[config.mk]
export PLATFORM = sky130hd
export DESIGN_NAME = wcmp_port_select
export DESIGN_NICKNAME = d
export VERILOG_FILES = /design/src/hw/rtl/wcmp_ps_pkg.sv /design/src/hw/rtl/wcmp_port_select.sv /design/src/hw/rtl/wcmp_ps_table.sv /design/src/hw/rtl/wcmp_ps_mod.sv
export VERILOG_INCLUDE_DIRS = /design/src /design/src/hw/rtl
export SDC_FILE = /design/constraint.sdc
export NUM_CORES = 1
export LEC_CHECK = 0
export ABC_AREA = 1
export BUFFER_PORTS_ARGS = -buffer_cell sky130_fd_sc_hd__buf_2
export CAP_MARGIN = 20
export CORE_MARGIN = 1.5
export CORE_UTILIZATION = 60
export DETAILED_ROUTE_END_ITERATION = 8
export PLACE_DENSITY = 0.77
export SLEW_MARGIN = 20
export SYNTH_ARGS = -nofsm -noshare
export SYNTH_HDL_FRONTEND = slang
export SYNTH_HIERARCHICAL = 1
export SYNTH_SLANG_ARGS = --single-unit
[constraint.sdc]
create_clock -name aclk -period 11.45 [get_ports aclk]
set_input_delay 0.5725 -clock aclk [delete_from_list [all_inputs] [get_ports aclk]]
set_output_delay 0.5725 -clock aclk [all_outputs]
set_load 0.03 [all_outputs]
[src/hw/rtl/wcmp_port_select_defines.svh]
// assertion macros used by the wcmp port select rtl
`ifndef WCMP_PORT_SELECT_DEFINES_SVH
`define WCMP_PORT_SELECT_DEFINES_SVH

// same-cycle implication, checked outside reset
`define WCMP_ASSERT_SAME(label, clk, rstn, ante, cons, msg) \
    label: assert property (@(posedge clk) disable iff (!(rstn)) (ante) |-> (cons)) \
        else $error(msg);

// next-cycle implication, checked outside reset
`define WCMP_ASSERT_NEXT(label, clk, rstn, ante, cons, msg) \
    label: assert property (@(posedge clk) disable iff (!(rstn)) (ante) |=> (cons)) \
        else $error(msg);

`endif

[src/hw/rtl/wcmp_ps_pkg.sv]
// types, constants and helpers for the wcmp port select block
package wcmp_ps_pkg;

    localparam int HASH_W       = 32;
    localparam int DIV_CNT_W    = $clog2(HASH_W);
    localparam int INDEX_W      = 4;
    localparam int WEIGHT_IN_W  = 16;
    localparam int PORT_IN_W    = 8;
    localparam int COUNT_IN_W   = 5;
    localparam int STAGE_W      = 2;
    localparam int PORT_OUT_W   = 8;
    localparam int ROT_W        = $clog2(HASH_W);

    localparam logic [ROT_W-1:0] ROT_NONE  = ROT_W'(0);
    localparam logic [ROT_W-1:0] ROT_S2_UP = ROT_W'(4);
    localparam logic [ROT_W-1:0] ROT_S2_DN = ROT_W'(16);
    localparam logic [ROT_W-1:0] ROT_S3_UP = ROT_W'(8);
    localparam logic [ROT_W-1:0] ROT_S3_DN = ROT_W'(12);

    localparam logic [STAGE_W-1:0] STAGE_ONE   = 2'd1;
    localparam logic [STAGE_W-1:0] STAGE_TWO   = 2'd2;
    localparam logic [STAGE_W-1:0] STAGE_THREE = 2'd3;

    typedef enum logic {
        ACTION_LOAD   = 1'b0,
        ACTION_SELECT = 1'b1
    } action_t;

    typedef enum logic [1:0] {
        STATUS_OK        = 2'd0,
        STATUS_SUM_ZERO  = 2'd1,
        STATUS_BAD_STAGE = 2'd2
    } status_t;

    typedef enum logic [2:0] {
        ST_IDLE,
        ST_SUM,
        ST_MOD,
        ST_WALK,
        ST_RESULT
    } state_t;

    typedef struct packed {
        action_t                 action;
        logic [INDEX_W-1:0]      entry_index;
        logic [WEIGHT_IN_W-1:0]  entry_weight;
        logic [PORT_IN_W-1:0]    entry_port;
        logic [HASH_W-1:0]       flow_hash;
        logic [STAGE_W-1:0]      stage;
        logic                    uplink;
        logic [COUNT_IN_W-1:0]   option_count;
    } in_item_t;

    typedef struct packed {
        logic [PORT_OUT_W-1:0] out_port;
        status_t               status;
    } out_item_t;

    function automatic logic stage_ok(input logic [STAGE_W-1:0] stage);
        return (stage == STAGE_ONE) || (stage == STAGE_TWO) || (stage == STAGE_THREE);
    endfunction

    function automatic logic [ROT_W-1:0] rot_amount(input logic [STAGE_W-1:0] stage,
                                                    input logic uplink);
        logic [ROT_W-1:0] amt;
        unique case (stage)
            STAGE_TWO:   amt = uplink ? ROT_S2_UP : ROT_S2_DN;
            STAGE_THREE: amt = uplink ? ROT_S3_UP : ROT_S3_DN;
            default:     amt = ROT_NONE;
        endcase
        return amt;
    endfunction

    function automatic logic [HASH_W-1:0] rotl(input logic [HASH_W-1:0] val,
                                               input logic [ROT_W-1:0] amt);
        logic [2*HASH_W-1:0] dbl;
        dbl = {val, val} << amt;
        return dbl[2*HASH_W-1:HASH_W];
    endfunction

endpackage

[src/hw/rtl/wcmp_port_select.sv]
// top level of the weighted multipath port selector
//
// s_ channel takes items: a load item writes one option entry (weight, port)
// into the table and gives no result; a select item gives exactly one result
// on the m_ channel (out_port, status).
// one item is worked at a time: s_ready is high only while the control is idle.
// a select item first sums the weights of its count options through the table
// read port, then runs the bit-serial remainder unit (32 steps and a done
// strobe), then walks the table, and last hands the result to the output
// register.
// a bad stage or a zero count skips the table and goes straight to the
// result; a zero weight sum read from the table skips the remainder unit
// and the walk.
// the result sits in an output register; the next item is accepted while it
// waits, and a further select result waits in the control until m_ready.
// reset clears the control and the output valid; table contents stay
// undefined until written, and a select over an unloaded entry is not allowed.
// stalling m_ready never drops or repeats a result.
`include "wcmp_port_select_defines.svh"

module wcmp_port_select #(
    parameter int MAX_OPTIONS = 16,
    parameter int WEIGHT_BITS = 16,
    parameter int PORT_BITS   = 8
) (
    input  logic                   aclk,
    input  logic                   aresetn,
    input  logic                   s_valid,
    output logic                   s_ready,
    input  wcmp_ps_pkg::in_item_t  s_item,
    output logic                   m_valid,
    input  logic                   m_ready,
    output wcmp_ps_pkg::out_item_t m_item
);

    localparam int IDX_W = (MAX_OPTIONS > 1) ? $clog2(MAX_OPTIONS) : 1;
    localparam int CNT_W = $clog2(MAX_OPTIONS + 1);
    localparam int SUM_W = WEIGHT_BITS + CNT_W;

    wcmp_ps_pkg::state_t    state_reg, state_next;
    logic [CNT_W-1:0]       issue_reg, issue_next;
    logic                   pend_reg, pend_next;
    logic [CNT_W-1:0]       count_reg, count_next;
    logic [wcmp_ps_pkg::HASH_W-1:0] hash_reg, hash_next;
    logic [SUM_W-1:0]       sum_reg, sum_next;
    logic [SUM_W-1:0]       rem_reg, rem_next;
    wcmp_ps_pkg::out_item_t res_reg, res_next;
    logic                   m_valid_reg, m_valid_next;
    wcmp_ps_pkg::out_item_t m_item_reg, m_item_next;

    logic                   accept;
    logic                   wr_en;
    logic                   rd_en;
    logic [WEIGHT_BITS-1:0] rd_weight;
    logic [PORT_BITS-1:0]   rd_port;
    logic                   div_start;
    logic                   div_done;
    logic [SUM_W-1:0]       div_rem;
    logic [CNT_W-1:0]       sel_count;

    assign accept = s_valid && s_ready;
    assign wr_en  = accept && (s_item.action == wcmp_ps_pkg::ACTION_LOAD)
                    && (int'(s_item.entry_index) < MAX_OPTIONS);
    assign sel_count = (int'(s_item.option_count) > MAX_OPTIONS) ?
                       CNT_W'(MAX_OPTIONS) : CNT_W'(s_item.option_count);

    wcmp_ps_table #(
        .MAX_OPTIONS (MAX_OPTIONS),
        .WEIGHT_BITS (WEIGHT_BITS),
        .PORT_BITS   (PORT_BITS),
        .IDX_W       (IDX_W)
    ) u_table (
        .aclk      (aclk),
        .wr_en     (wr_en),
        .wr_addr   (IDX_W'(s_item.entry_index)),
        .wr_weight (WEIGHT_BITS'(s_item.entry_weight)),
        .wr_port   (PORT_BITS'(s_item.entry_port)),
        .rd_en     (rd_en),
        .rd_addr   (issue_reg[IDX_W-1:0]),
        .rd_weight (rd_weight),
        .rd_port   (rd_port)
    );

    wcmp_ps_mod #(
        .SUM_W (SUM_W)
    ) u_mod (
        .aclk      (aclk),
        .aresetn   (aresetn),
        .start     (div_start),
        .dividend  (hash_reg),
        .divisor   (sum_reg),
        .done      (div_done),
        .remainder (div_rem)
    );

    always_ff @(posedge aclk) begin
        if (!aresetn) begin
            state_reg <= wcmp_ps_pkg::ST_IDLE;
        end else begin
            state_reg <= state_next;
        end
    end

    always_comb begin
        state_next = state_reg;
        issue_next = issue_reg;
        pend_next  = 1'b0;
        count_next = count_reg;
        hash_next  = hash_reg;
        sum_next   = sum_reg;
        rem_next   = rem_reg;
        res_next   = res_reg;
        s_ready    = 1'b0;
        rd_en      = 1'b0;
        div_start  = 1'b0;
        unique case (state_reg)
            wcmp_ps_pkg::ST_IDLE: begin
                s_ready = 1'b1;
                if (s_valid && (s_item.action == wcmp_ps_pkg::ACTION_SELECT)) begin
                    issue_next = '0;
                    count_next = sel_count;
                    hash_next  = wcmp_ps_pkg::rotl(s_item.flow_hash,
                                     wcmp_ps_pkg::rot_amount(s_item.stage, s_item.uplink));
                    sum_next   = '0;
                    res_next.out_port = '0;
                    if (!wcmp_ps_pkg::stage_ok(s_item.stage)) begin
                        res_next.status = wcmp_ps_pkg::STATUS_BAD_STAGE;
                        state_next      = wcmp_ps_pkg::ST_RESULT;
                    end else if (sel_count == '0) begin
                        res_next.status = wcmp_ps_pkg::STATUS_SUM_ZERO;
                        state_next      = wcmp_ps_pkg::ST_RESULT;
                    end else begin
                        res_next.status = wcmp_ps_pkg::STATUS_OK;
                        state_next      = wcmp_ps_pkg::ST_SUM;
                    end
                end
            end
            wcmp_ps_pkg::ST_SUM: begin
                rd_en      = issue_reg < count_reg;
                pend_next  = rd_en;
                issue_next = rd_en ? issue_reg + 1'b1 : issue_reg;
                if (pend_reg) begin
                    sum_next = sum_reg + SUM_W'(rd_weight);
                end
                if (!rd_en && !pend_reg) begin
                    if (sum_reg == '0) begin
                        res_next.status = wcmp_ps_pkg::STATUS_SUM_ZERO;
                        state_next      = wcmp_ps_pkg::ST_RESULT;
                    end else begin
                        div_start  = 1'b1;
                        state_next = wcmp_ps_pkg::ST_MOD;
                    end
                end
            end
            wcmp_ps_pkg::ST_MOD: begin
                issue_next = '0;
                if (div_done) begin
                    rem_next   = div_rem;
                    state_next = wcmp_ps_pkg::ST_WALK;
                end
            end
            wcmp_ps_pkg::ST_WALK: begin
                rd_en      = issue_reg < count_reg;
                pend_next  = rd_en;
                issue_next = rd_en ? issue_reg + 1'b1 : issue_reg;
                if (pend_reg) begin
                    if (rem_reg < SUM_W'(rd_weight)) begin
                        res_next.out_port = wcmp_ps_pkg::PORT_OUT_W'(rd_port);
                        state_next        = wcmp_ps_pkg::ST_RESULT;
                    end else begin
                        rem_next = rem_reg - SUM_W'(rd_weight);
                    end
                end else if (!rd_en) begin
                    state_next = wcmp_ps_pkg::ST_RESULT;
                end
            end
            wcmp_ps_pkg::ST_RESULT: begin
                if (!m_valid_reg || m_ready) begin
                    state_next = wcmp_ps_pkg::ST_IDLE;
                end
            end
            default: begin
                state_next = wcmp_ps_pkg::ST_IDLE;
            end
        endcase
    end

    always_comb begin
        m_valid_next = m_valid_reg && !m_ready;
        m_item_next  = m_item_reg;
        if ((state_reg == wcmp_ps_pkg::ST_RESULT) && (!m_valid_reg || m_ready)) begin
            m_valid_next = 1'b1;
            m_item_next  = res_reg;
        end
    end

    always_ff @(posedge aclk) begin
        if (!aresetn) begin
            pend_reg    <= 1'b0;
            m_valid_reg <= 1'b0;
        end else begin
            pend_reg    <= pend_next;
            m_valid_reg <= m_valid_next;
        end
    end

    always_ff @(posedge aclk) begin
        issue_reg  <= issue_next;
        count_reg  <= count_next;
        hash_reg   <= hash_next;
        sum_reg    <= sum_next;
        rem_reg    <= rem_next;
        res_reg    <= res_next;
        m_item_reg <= m_item_next;
    end

    assign m_valid = m_valid_reg;
    assign m_item  = m_item_reg;

    `WCMP_ASSERT_NEXT(a_select_leaves_idle, aclk, aresetn,
        accept && (s_item.action == wcmp_ps_pkg::ACTION_SELECT),
        state_reg != wcmp_ps_pkg::ST_IDLE, "select item did not start work")
    `WCMP_ASSERT_SAME(a_div_nonzero, aclk, aresetn,
        div_start, sum_reg != '0, "remainder unit started with zero weight sum")
    `WCMP_ASSERT_SAME(a_walk_rem_bound, aclk, aresetn,
        state_reg == wcmp_ps_pkg::ST_WALK, rem_reg < sum_reg,
        "walk remainder not below weight sum")
    `WCMP_ASSERT_SAME(a_fault_port_zero, aclk, aresetn,
        m_valid_reg && (m_item_reg.status != wcmp_ps_pkg::STATUS_OK),
        m_item_reg.out_port == '0, "faulted result carries a port")
    `WCMP_ASSERT_SAME(a_no_read_idle, aclk, aresetn,
        state_reg == wcmp_ps_pkg::ST_IDLE, !rd_en && !div_start,
        "table read or divide started while idle")

endmodule

[src/hw/rtl/wcmp_ps_table.sv]
// option table memory: weight and port per entry, registered read
module wcmp_ps_table #(
    parameter int MAX_OPTIONS = 16,
    parameter int WEIGHT_BITS = 16,
    parameter int PORT_BITS   = 8,
    parameter int IDX_W       = 4
) (
    input  logic                   aclk,
    input  logic                   wr_en,
    input  logic [IDX_W-1:0]       wr_addr,
    input  logic [WEIGHT_BITS-1:0] wr_weight,
    input  logic [PORT_BITS-1:0]   wr_port,
    input  logic                   rd_en,
    input  logic [IDX_W-1:0]       rd_addr,
    output logic [WEIGHT_BITS-1:0] rd_weight,
    output logic [PORT_BITS-1:0]   rd_port
);

    logic [WEIGHT_BITS+PORT_BITS-1:0] mem [MAX_OPTIONS];
    logic [WEIGHT_BITS+PORT_BITS-1:0] rd_data_reg;

    always_ff @(posedge aclk) begin
        if (wr_en) begin
            mem[wr_addr] <= {wr_weight, wr_port};
        end
    end

    always_ff @(posedge aclk) begin
        if (rd_en) begin
            rd_data_reg <= mem[rd_addr];
        end
    end

    assign rd_weight = rd_data_reg[WEIGHT_BITS+PORT_BITS-1:PORT_BITS];
    assign rd_port   = rd_data_reg[PORT_BITS-1:0];

endmodule

[src/hw/rtl/wcmp_ps_mod.sv]
// restoring remainder unit: hash modulo weight sum, one quotient bit per cycle
module wcmp_ps_mod #(
    parameter int SUM_W = 21
) (
    input  logic                           aclk,
    input  logic                           aresetn,
    input  logic                           start,
    input  logic [wcmp_ps_pkg::HASH_W-1:0] dividend,
    input  logic [SUM_W-1:0]               divisor,
    output logic                           done,
    output logic [SUM_W-1:0]               remainder
);

    logic                              busy_reg, busy_next;
    logic                              done_reg, done_next;
    logic [wcmp_ps_pkg::DIV_CNT_W-1:0] cnt_reg, cnt_next;
    logic [wcmp_ps_pkg::HASH_W-1:0]    dvd_reg, dvd_next;
    logic [SUM_W-1:0]                  dsr_reg, dsr_next;
    logic [SUM_W-1:0]                  rem_reg, rem_next;
    logic [SUM_W:0]                    trial;

    always_comb begin
        busy_next = busy_reg;
        done_next = 1'b0;
        cnt_next  = cnt_reg;
        dvd_next  = dvd_reg;
        dsr_next  = dsr_reg;
        rem_next  = rem_reg;
        trial     = {rem_reg, dvd_reg[wcmp_ps_pkg::HASH_W-1]};
        if (start) begin
            busy_next = 1'b1;
            cnt_next  = '0;
            dvd_next  = dividend;
            dsr_next  = divisor;
            rem_next  = '0;
        end else if (busy_reg) begin
            if (trial >= {1'b0, dsr_reg}) begin
                rem_next = SUM_W'(trial - {1'b0, dsr_reg});
            end else begin
                rem_next = SUM_W'(trial);
            end
            dvd_next = dvd_reg << 1;
            cnt_next = cnt_reg + 1'b1;
            if (cnt_reg == wcmp_ps_pkg::DIV_CNT_W'(wcmp_ps_pkg::HASH_W - 1)) begin
                busy_next = 1'b0;
                done_next = 1'b1;
            end
        end
    end

    always_ff @(posedge aclk) begin
        if (!aresetn) begin
            busy_reg <= 1'b0;
            done_reg <= 1'b0;
            cnt_reg  <= '0;
        end else begin
            busy_reg <= busy_next;
            done_reg <= done_next;
            cnt_reg  <= cnt_next;
        end
    end

    always_ff @(posedge aclk) begin
        dvd_reg <= dvd_next;
        dsr_reg <= dsr_next;
        rem_reg <= rem_next;
    end

    assign done      = done_reg;
    assign remainder = rem_reg;

endmodule

## Word level (Yosys, flattened, before mapping)

Memory sizes are Yosys's and may differ from the RTL's. A register that Yosys moved wholly into a read port is not among the register bits.
Index checks and enable logic that the tools add are counted.

| word-level totals | value |
|---|---|
| output and inout bits | 12 |
| bits of input ports | 73 |
| memories kept | 1 |
| bits in writable memories | 384 |
| logic and storage cells | 134 |
| flip-flop bits (word level) | 190 |

| operators by class | value |
|---|---|
| $lt $le $gt $ge | 4 |
| reduce and logical (&&, ||, !) cells | 31 |
| bitwise operators | 3 |
| muxes and demuxes | 51 |
| add/sub/neg operators | 5 |
| equality and inequality tests | 20 |
| shifts and indexed selects | 1 |

Memory list:

| memory | depth | width | read ports | clocked after Yosys merged registers in | wr ports | RTL line | text |
|---|---|---|---|---|---|---|---|
| u_table.mem | 16 | 24 | 1 | 1 | 1 | wcmp_ps_table.sv:19 | `logic [WEIGHT_BITS+PORT_BITS-1:0] mem [MAX_OPTIONS];` |

Operators with widths:

| kind | count |
|---|---|
| 21-bit two-way mux | 6 |
| 21-bit case mux with 2 select lines | 2 |
| 32-bit two-way mux | 2 |
| 64-bit by 5-bit << shifter with 64-bit output | 1 |
| 3-bit two-way mux | 11 |
| 5-bit two-way mux | 6 |
| 22-bit by 21-bit greater-or-equal comparator with 1-bit output | 1 |
| 21-bit by 16-bit adder with 21-bit output | 1 |
| 21-bit zero test | 1 |
| 21-bit by 16-bit less-than comparator with 1-bit output | 1 |
| 21-bit by 16-bit subtractor with 21-bit output | 1 |
| 21-bit subtractor | 1 |
| 8-bit two-way mux | 2 |
| 2-bit inequality test (second input constant) | 8 |
| 8-bit case mux with 2 select lines | 1 |
| 3-bit case mux with 5 select lines | 1 |
| 5-bit case mux with 3 select lines | 1 |
| 1-bit two-way mux | 13 |
| 4-bit AND reduction | 3 |
| 5-bit by 1-bit adder with 5-bit output (second input constant) | 2 |
| 10-bit two-way mux | 1 |
| 5-bit case mux with 2 select lines | 1 |
| 2-bit nonzero test | 4 |
| 3-bit by 2-bit equality test with 1-bit output (second input constant) | 2 |
| other kinds (23) | 42 |

## Longest topological paths before layout

Gate-level depths: netlist of run 1.

| logic depth | value |
|---|---|
| word-level depth | 7 |
| mapped depth | 17 |
| gate-level depth less buffers | 16 |

## Hierarchy

The synthesis of run 1 kept the hierarchy.

Modules (own cells, without submodules):

| module | times used | cells each | area an instance (um2) | seq. area each (um2) |
|---|---|---|---|---|
| wcmp_ps_table | 1 | 1,597 | 17,189.0 | 12,251.8 |
| wcmp_port_select | 1 | 953 | 7,343.3 | 3,223.1 |
| wcmp_ps_mod | 1 | 650 | 4,976.0 | 2,152.1 |

## Least setup slack after synthesis of run 1

OpenSTA, ideal clock, no wires.

| timing path | value |
|---|---|
| path kind | register -> register |
| start | register issue_reg[2] |
| end | register u_mod/dvd_reg[0] (netlist bit) (enable) |
| stages on the path, launching flop included | 11 |
| required time | 11.058 ns |
| slack | 7.685 ns |
| setup time | 0.392 ns |
| data arrival time | 3.372 ns |
| clock period less this slack | 3.765 ns |
| path buffers | 1 |
| cells stage by stage | edfxtp_1 > ha_1 > nand2_1 > nor2_1 > nand2_1 > nand3_1 > nand2_1 > nor2_1 > clkbuf_1 > nor2_1 > inv_1 |

| between the ends | value |
|---|---|
| longest elaborated chain between the ends | 6 |

Ends and longest elaborated chain:

| item | RTL line | text |
|---|---|---|
| from (decl) | wcmp_port_select.sv:41 | `logic [CNT_W-1:0] issue_reg, issue_next;` |
| from (signal assigned) | wcmp_port_select.sv:208 | `issue_reg <= issue_next;` |
| 5-bit less-than comparator | wcmp_port_select.sv:139 | `rd_en = issue_reg < count_reg;` |
| 1-bit zero test | - |  |
| 1-bit logical AND | wcmp_port_select.sv:145 | `if (!rd_en && !pend_reg) begin` |
| 1-bit two-way mux | wcmp_port_select.sv:145 |  |
| 1-bit two-way mux | wcmp_port_select.sv:116 | `unique case (state_reg)` |
| net div_start | wcmp_port_select.sv:56 | `logic div_start;` |
| 2-bit nonzero test (no source line) | - |  |
| to (signal assigned) | wcmp_ps_mod.sv:64 | `dvd_reg <= dvd_next;` |
| to (decl) | wcmp_ps_mod.sv:17 | `logic [wcmp_ps_pkg::HASH_W-1:0] dvd_reg, dvd_next;` |

The timed path passes the listed nets, and every way through them passes these cells.
A chain may end at the register's enable or synchronous reset.

## Worst setup path in the final report of run 1

| timing path | value |
|---|---|
| start | register issue_reg[0] |
| end | register u_mod/dvd_reg[10] (netlist bit) (enable) |

The elaborated chain is that of the path after synthesis.

==> results of run 1 <==
-- power by group --
group	leakage, nW	switching (mW)	internal (mW)	total, mW
clock network	0.953	0.828	1.10	1.93
logic	7.82	1.75	0.721	2.47
registers	5.41	0.129	2.71	2.84
-- worst reg2reg max path: cells and delay by family, from the launching register on --
kind | cells | cell delay (ns)
AND/OR/NAND/NOR | 6 | 0.96
flip-flops | 1 | 0.38
buffers and inverters | 5 | 1.79
-- logic make-up after synthesis --
logic type	after synthesis	synth area share [%]
adder cells (fa/ha/maj)	63	2.75
buffers and inverters	643	8.85
XOR/XNOR	20	0.594
AND/OR/NAND/NOR	1616	23.4
multiplexers	4	0.136
flip-flops	598	59.7
AO/OA/AOI/OAI	256	4.56
-- cell type report --
class / instances / share of cell area [%]
multi-input cells: 1959 / 29.1
flip-flops and latches: 598 / 54.4
repair buffers: 106 / 1.93
clock buffers: 77 / 4.92
clock inverters: 36 / 1.08
well taps: 664 / 2.56
inverters: 521 / 6.04
-- per-layer routing --
layer | vias to the layer above | wire length (um)
met5 | - | 11
met1 | 10100 | 28700
met2 | 887 | 35300
met3 | 176 | 5140
met4 | 2 | 2530
li1 | 10500 | -
-- layout by cell type, fill, tap and decap left out, drive strengths merged, types with 3 or more instances in the layout --
cell	n
nand3b	18
o21bai	8
nand2	1014
o21a	7
a21oi	99
bufinv	5
a31oi	3
clkinv	28
edfxtp	565
dfxtp	33
mux2i	4
xor2	6
nand3	395
clkbuf	77
inv	522
fa	3
nor3	21
nor2	143
ha	60
o21ai	134
nand4	16
or2	4
xnor2	14
buf	106
-- stage by stage --
step	hold slack, ns	std cells	util (%)	worst slack [ns]
6_report	0.173	3961	66.5	7.94
5_1_grt	0.164	3961	66.5	7.59
4_1_cts	0.152	3960	66.4	7.69
3_5_place_dp	0.405	3847	62.4	7.71
3_3_place_gp	0.404	3846	62.4	7.82
2_1_floorplan	0.400	3200	-	7.69
-- worst max-delay path by stage --
stage,startpoint,endpoint,slack (ns)
2_1_floorplan,issue_reg[2],u_mod/dvd_reg[0],7.69
3_3_place_gp,issue_reg[0],u_mod/dvd_reg[10],7.82
3_5_place_dp,issue_reg[0],u_mod/dvd_reg[7],7.71
4_1_cts,issue_reg[0],u_mod/dvd_reg[10],7.69
5_1_grt,issue_reg[0],u_mod/dvd_reg[10],7.59
6_report,issue_reg[0],u_mod/dvd_reg[10],7.94
==> flow_summary.ini, run 1 <==
[status]
outcome = finished, final reports clean

[synthesis]
ys_seq_elements = 598
yosysSeqAreaShare_pct = 59.7
netlist_area_um2 = 29500
synth_nets = 3336
synth_top_area_share_pct = 57.5
async_reset_ff_share_pct = 0
synth_common_cells = nand2_1 (1,002), edfxtp_1 (565), inv_1 (501), nand3_1 (381), nor2_1 (135)
synth_edf_count = 565
synth_most_common_cell = nand2_1
ys.warnings.count = 6
synthDistinctLibCells = 48
synth_cells = 3200
yosysTopAreaCell = edfxtp_1
avgSynthCellArea_um2 = 9.22
synthTopCellsByArea = edfxtp_1 (57%), nand2_1 (13%), nand3_1 (6.5%), inv_1 (6.4%), ha_1 (2.5%)
synthFlopType = edfxtp_1

[cells_and_area]
final_area_um2 = 32400
multiInputGateArea_um2 = 9420
num_antenna_cells = 0
largest_reg_flops = 384
layout.nets = 3382
drive_above_1_share_pct = 8.37
syn2layout_area_growth_pct = 9.83
fillers = 3705
ff_latch_area_um2 = 17600

[setup_path]
crit_family = buffers and inverters
regToRegSetupSlack_ns = 7.94
critical_path_class = flop to flop
path_depth = 11
startpoint_type = flop
worstPathArrival_ns = 3.78
crit_top_cell = nand2_1
ff2ff_path_depth = 11
r2r-end = u_mod/dvd_reg[10]
worst_path_max_delay_cell = buf_12
r2r-start = issue_reg[0]
critPathMaxStageDelay_ns = 0.60
cp.required_ns = 11.72
cp_max_fo = 196
end_kind = flop
critPathBufInv = 5
crit_chain = buf_12, inv_1, nand2_1, nand2_1, nand3_1, nand2_1, nor2_4, buf_4, nor2_2, inv_1, buf_4

[clocking]
root_buffer = clkbuf_16
cts_buffers = 60
htreeDepth = 2
clock_sinks = 598
cts_max_path_buffers = 3
path_clk_slew_ns = 0.06
cts_resized = 0
cts_tree = yes
cts_hold_buffers = 0
cts_setup_buffers = 0
clk_latency_ns = 0.65

[global_routing]
grt.busiest_layer = met2
use_met1_pct = 36.7
grt_max_degree = 197
grt.met3_usage_pct = 4.14
track_usage_pct = 28.3
gr-total-overflow = 0
grt_pass1_wl_um = 110000
use_met2_pct = 48.2
grt_pass1_vias = 20700
antenna_found_initial = 1

[sta]
maxSlewHeadroom_pct = 20.8
finClkSkew_ns = 0.0409
hold_viol_final = 0
finalSetupViolCount = 0
tightestPinTransition_ns = 1.19
period_minus_slack_ns = 3.51
finalSetupTns_ns = 0
rsz0062_at_grt = no
timing.final.crit_share_pct = 30.6
fmax_mhz = 285
drv_slew = 0

[routing]
drtPass1Iterations = 6
wirelength_um = 71700
avgViaCountPerCell = 5.48
drt-initial-drc-count = 2320
drc = 0
ant_nets = 0
vias = 21700
post_drt_wl_per_cell_um = 18.1

[floorplanning]
start_util_pct = 60.5
core_um2 = 48700
io_pins = 85
fp.dieArea_um2 = 50500
die_w_um = 225
dieHeight_um = 225
rows = 81

[power_and_ir_drop]
vdd_drop_max_uv = 224
power_mw = 7.23
p_leak_nw = 14.2
powerDensity_nw_per_um2 = 223

[place]
gp_congestion = 0.940
port_buffers = 84
dpl_cell_area_um2 = 30400
place_hpwl_um = 45100

[min_path]
hold_path_depth = 1
min_to = count_reg[4]
min_path_type = input port to flop
hold_start = s_item[4]

[flow_run]
maxCapViolCount = 0
No activity file was read; power rests on OpenSTA's default activity.
==> inputs of run 2 (changes only) <==
- ABC_AREA: 1 -> 0
- CORE_UTILIZATION: 60 -> 56
- PLACE_DENSITY: 0.77 -> 0.76
- clock period: 11.45 -> 3.2 ns (I/O delays scaled with it)
==> run 2 against run 1 <==
Via count is 28% lower. Count of clock-buffer cells in the layout is 8 lower. Critical path depth is 1 higher. Highest routed layer unchanged. First-iteration DRC count is 36% lower. Critical endpoint is now u_mod/remainder[20]. Die area is 3.0% lower. Final cell count is 37% lower. Largest cell class unchanged. Utilization is 1.4 points lower. Combinational power grew to 3.3 times the previous value. Sequential share of layout area is 3.5 points higher.
==> flow_summary.ini, run 2 <==
[status]
outcome = finished, final reports clean

[sta]
drv_slew = 0
tightestPinTransition_ns = 1.01
maxSlewHeadroom_pct = 32.8
timing.final.crit_share_pct = 91.3
hold_viol_final = 0
fin_ws_ns = 0.280
finClkSkew_ns = 0.0746
period_minus_slack_ns = 2.92
fmax_mhz = 342
rsz0062_at_grt = no
finalSetupViolCount = 0

[synthesis]
avgSynthCellArea_um2 = 16.0
synth_common_cells = edfxtp_1 (565), mux4_2 (128), nand2_1 (126), nor2_1 (95), mux2_2 (64)
ys.warnings.count = 6
ys_seq_elements = 598
synth_edf_count = 565
yosysTopAreaCell = edfxtp_1
netlist_area_um2 = 26700
synth_nets = 1810
async_reset_ff_share_pct = 0
synthTopCellsByArea = edfxtp_1 (64%), mux4_2 (11%), ha_1 (2.8%), mux2_2 (2.7%), dfxtp_1 (2.5%)
synth_cells = 1674
synthDistinctLibCells = 77
synth_top_area_share_pct = 63.5
synth_most_common_cell = edfxtp_1
yosysSeqAreaShare_pct = 66.0
synthFlopType = edfxtp_1

[routing]
ant_nets = 0
post_drt_wl_per_cell_um = 23.9
wirelength_um = 59700
avgViaCountPerCell = 6.27
drtPass1Iterations = 6
drt-initial-drc-count = 1492
vias = 15600
drc = 0

[clocking]
clk_latency_ns = 0.65
cts_setup_buffers = 0
path_clk_slew_ns = 0.06
clock_sinks = 598
htreeDepth = 2
cts_resized = 0
cts_max_path_buffers = 3
root_buffer = clkbuf_16
cts_tree = yes
cts_buffers = 58

[global_routing]
track_usage_pct = 24.5
grt_pass1_vias = 15800
antenna_found_initial = 0
grt_max_degree = 100
grt_pass1_wl_um = 91700
gr-total-overflow = 0

[power_and_ir_drop]
seq_power_share_pct = 40.5
p_sw_share_pct = 32.6
p_comb_share_pct = 32.3
clkPwrFrac_pct = 27.2
p_leak_nw = 10.4
intPower_mw = 17.0
vdd_drop_max_uv = 612
powerDensity_nw_per_um2 = 827
p_switching_mw = 8.22

[setup_path]
worstPathArrival_ns = 3.42
startpoint_type = flop
cp.required_ns = 3.70
cp_max_fo = 4
critical_path_class = flop to flop
end_kind = flop

[place]
place_ws_ns = 0.301
place_hpwl_um = 34900
port_buffers = 84
dp_cells = 2337
gp_congestion = 0.913

[floorplanning]
dieHeight_um = 221
start_util_pct = 57.1
io_pins = 85
fp.dieArea_um2 = 49000
rows = 79
core_um2 = 46800
die_w_um = 221

[cells_and_area]
largest_reg_flops = 384
final_cell_mix = edfxtp_1 (565), mux4_2 (128), nand2_1 (126), buf_2 (84), nor2_1 (81)
drive_above_1_share_pct = 23.8
final_common_cell = edfxtp_1
num_antenna_cells = 0
syn2layout_area_growth_pct = 14.0
layout.nets = 1973
fin_cells = 2494
postLayoutCoreUtil_pct = 65.1

[flow_run]
maxCapViolCount = 0

[min_path]
min_path_type = input port to flop
[run 2: cell count changes after synthesis, moves of 18 or more]
cell and delta:
inv_2 -18, o21ai_1 -67, a22oi_1 +50, mux4_2 +128
inv_1 -449, nand3_1 -367, a21oi_1 -42, buf_2 -32
mux2_2 +64, nor2b_1 +20, nand2_1 -876, nor2_1 -40
[run 2: cell families after synthesis]
kind of cell	after synthesis	synth area share, %
flip-flops	598	66.0
AND/OR/NAND/NOR	365	6.48
AO/OA/AOI/OAI	279	7.17
multiplexers	196	13.6
buffers and inverters	125	2.08
adder cells (fa/ha/maj)	63	3.04
XOR/XNOR	48	1.57
[run 2: worst max-delay path, stage by stage (launching register included)]
cell,delay (ns)
edfxtp_1,0.39
inv_1,0.08
ha_1,0.17
inv_1,0.06
fa_1,0.40
a21oi_1,0.29
o211ai_2,0.12
a21oi_2,0.25
o21ai_0,0.20
a221oi_1,0.39
xnor2_1,0.16
nand2_1,0.09
a311oi_1,0.24
[run 2: path summary, 6_finish.rpt]
path	from	endpoint	slack, ns	cells past startpoint
worst max-delay path	u_mod/dvd_reg[31]	u_mod/remainder[20]	0.28	12
worst min-delay path	s_valid	state_reg[0]	0.08	5
worst min register to register	res_reg[5]	m_item[5]	0.42	0
worst max register to register	u_mod/dvd_reg[31]	u_mod/remainder[20]	0.28	12
[run 2: area by class of cell]
type	instances	area, um^2
Inverter	52	195
Clock inverter	41	413
Fill cell	3243	16300
Sequential cell	598	17600
Tap cell	607	759
Timing Repair Buffer	176	1280
Clock buffer	69	1520
Multi-Input combinational cell	951	8640
[run 2: stage by stage]
step	setup TNS [ns]	instance area [um^2]	power [mW]	hold slack, ns
2_1_floorplan	-4.61	26800	16.2	0.259
3_3_place_gp	0	28000	18.2	0.406
3_5_place_dp	0	28000	18.3	0.405
4_1_cts	0	30400	25.3	0.0428
5_1_grt	0	30400	26.4	0.0834
6_report	0	30400	25.2	0.0768
[run 2: what timing repair did]
action | CTS | global route
setup endpoints to repair | 0 | 0
hold buffers | 47 | 0
endpoints found under the hold margin | 433 | 0
[run 2: per-layer routing]
metal  global-route usage (%)  share of wire (%)
met5                    0.782              0.085
met4                     8.34                2.9
met3                     3.32                6.2
met2                     41.9                 51
met1                     32.5                 40
[run 2: power by group through the flow]
stage          combinational [mW]  sequential, mW  clock (mW)
5_1_grt                      8.87            10.3        7.26
4_1_cts                      8.13            10.2        6.95
3_5_place_dp                 7.99            10.3           0
6_report                     8.14            10.2        6.84
2_1_floorplan                6.03            10.1           0
3_3_place_gp                 7.86            10.3           0
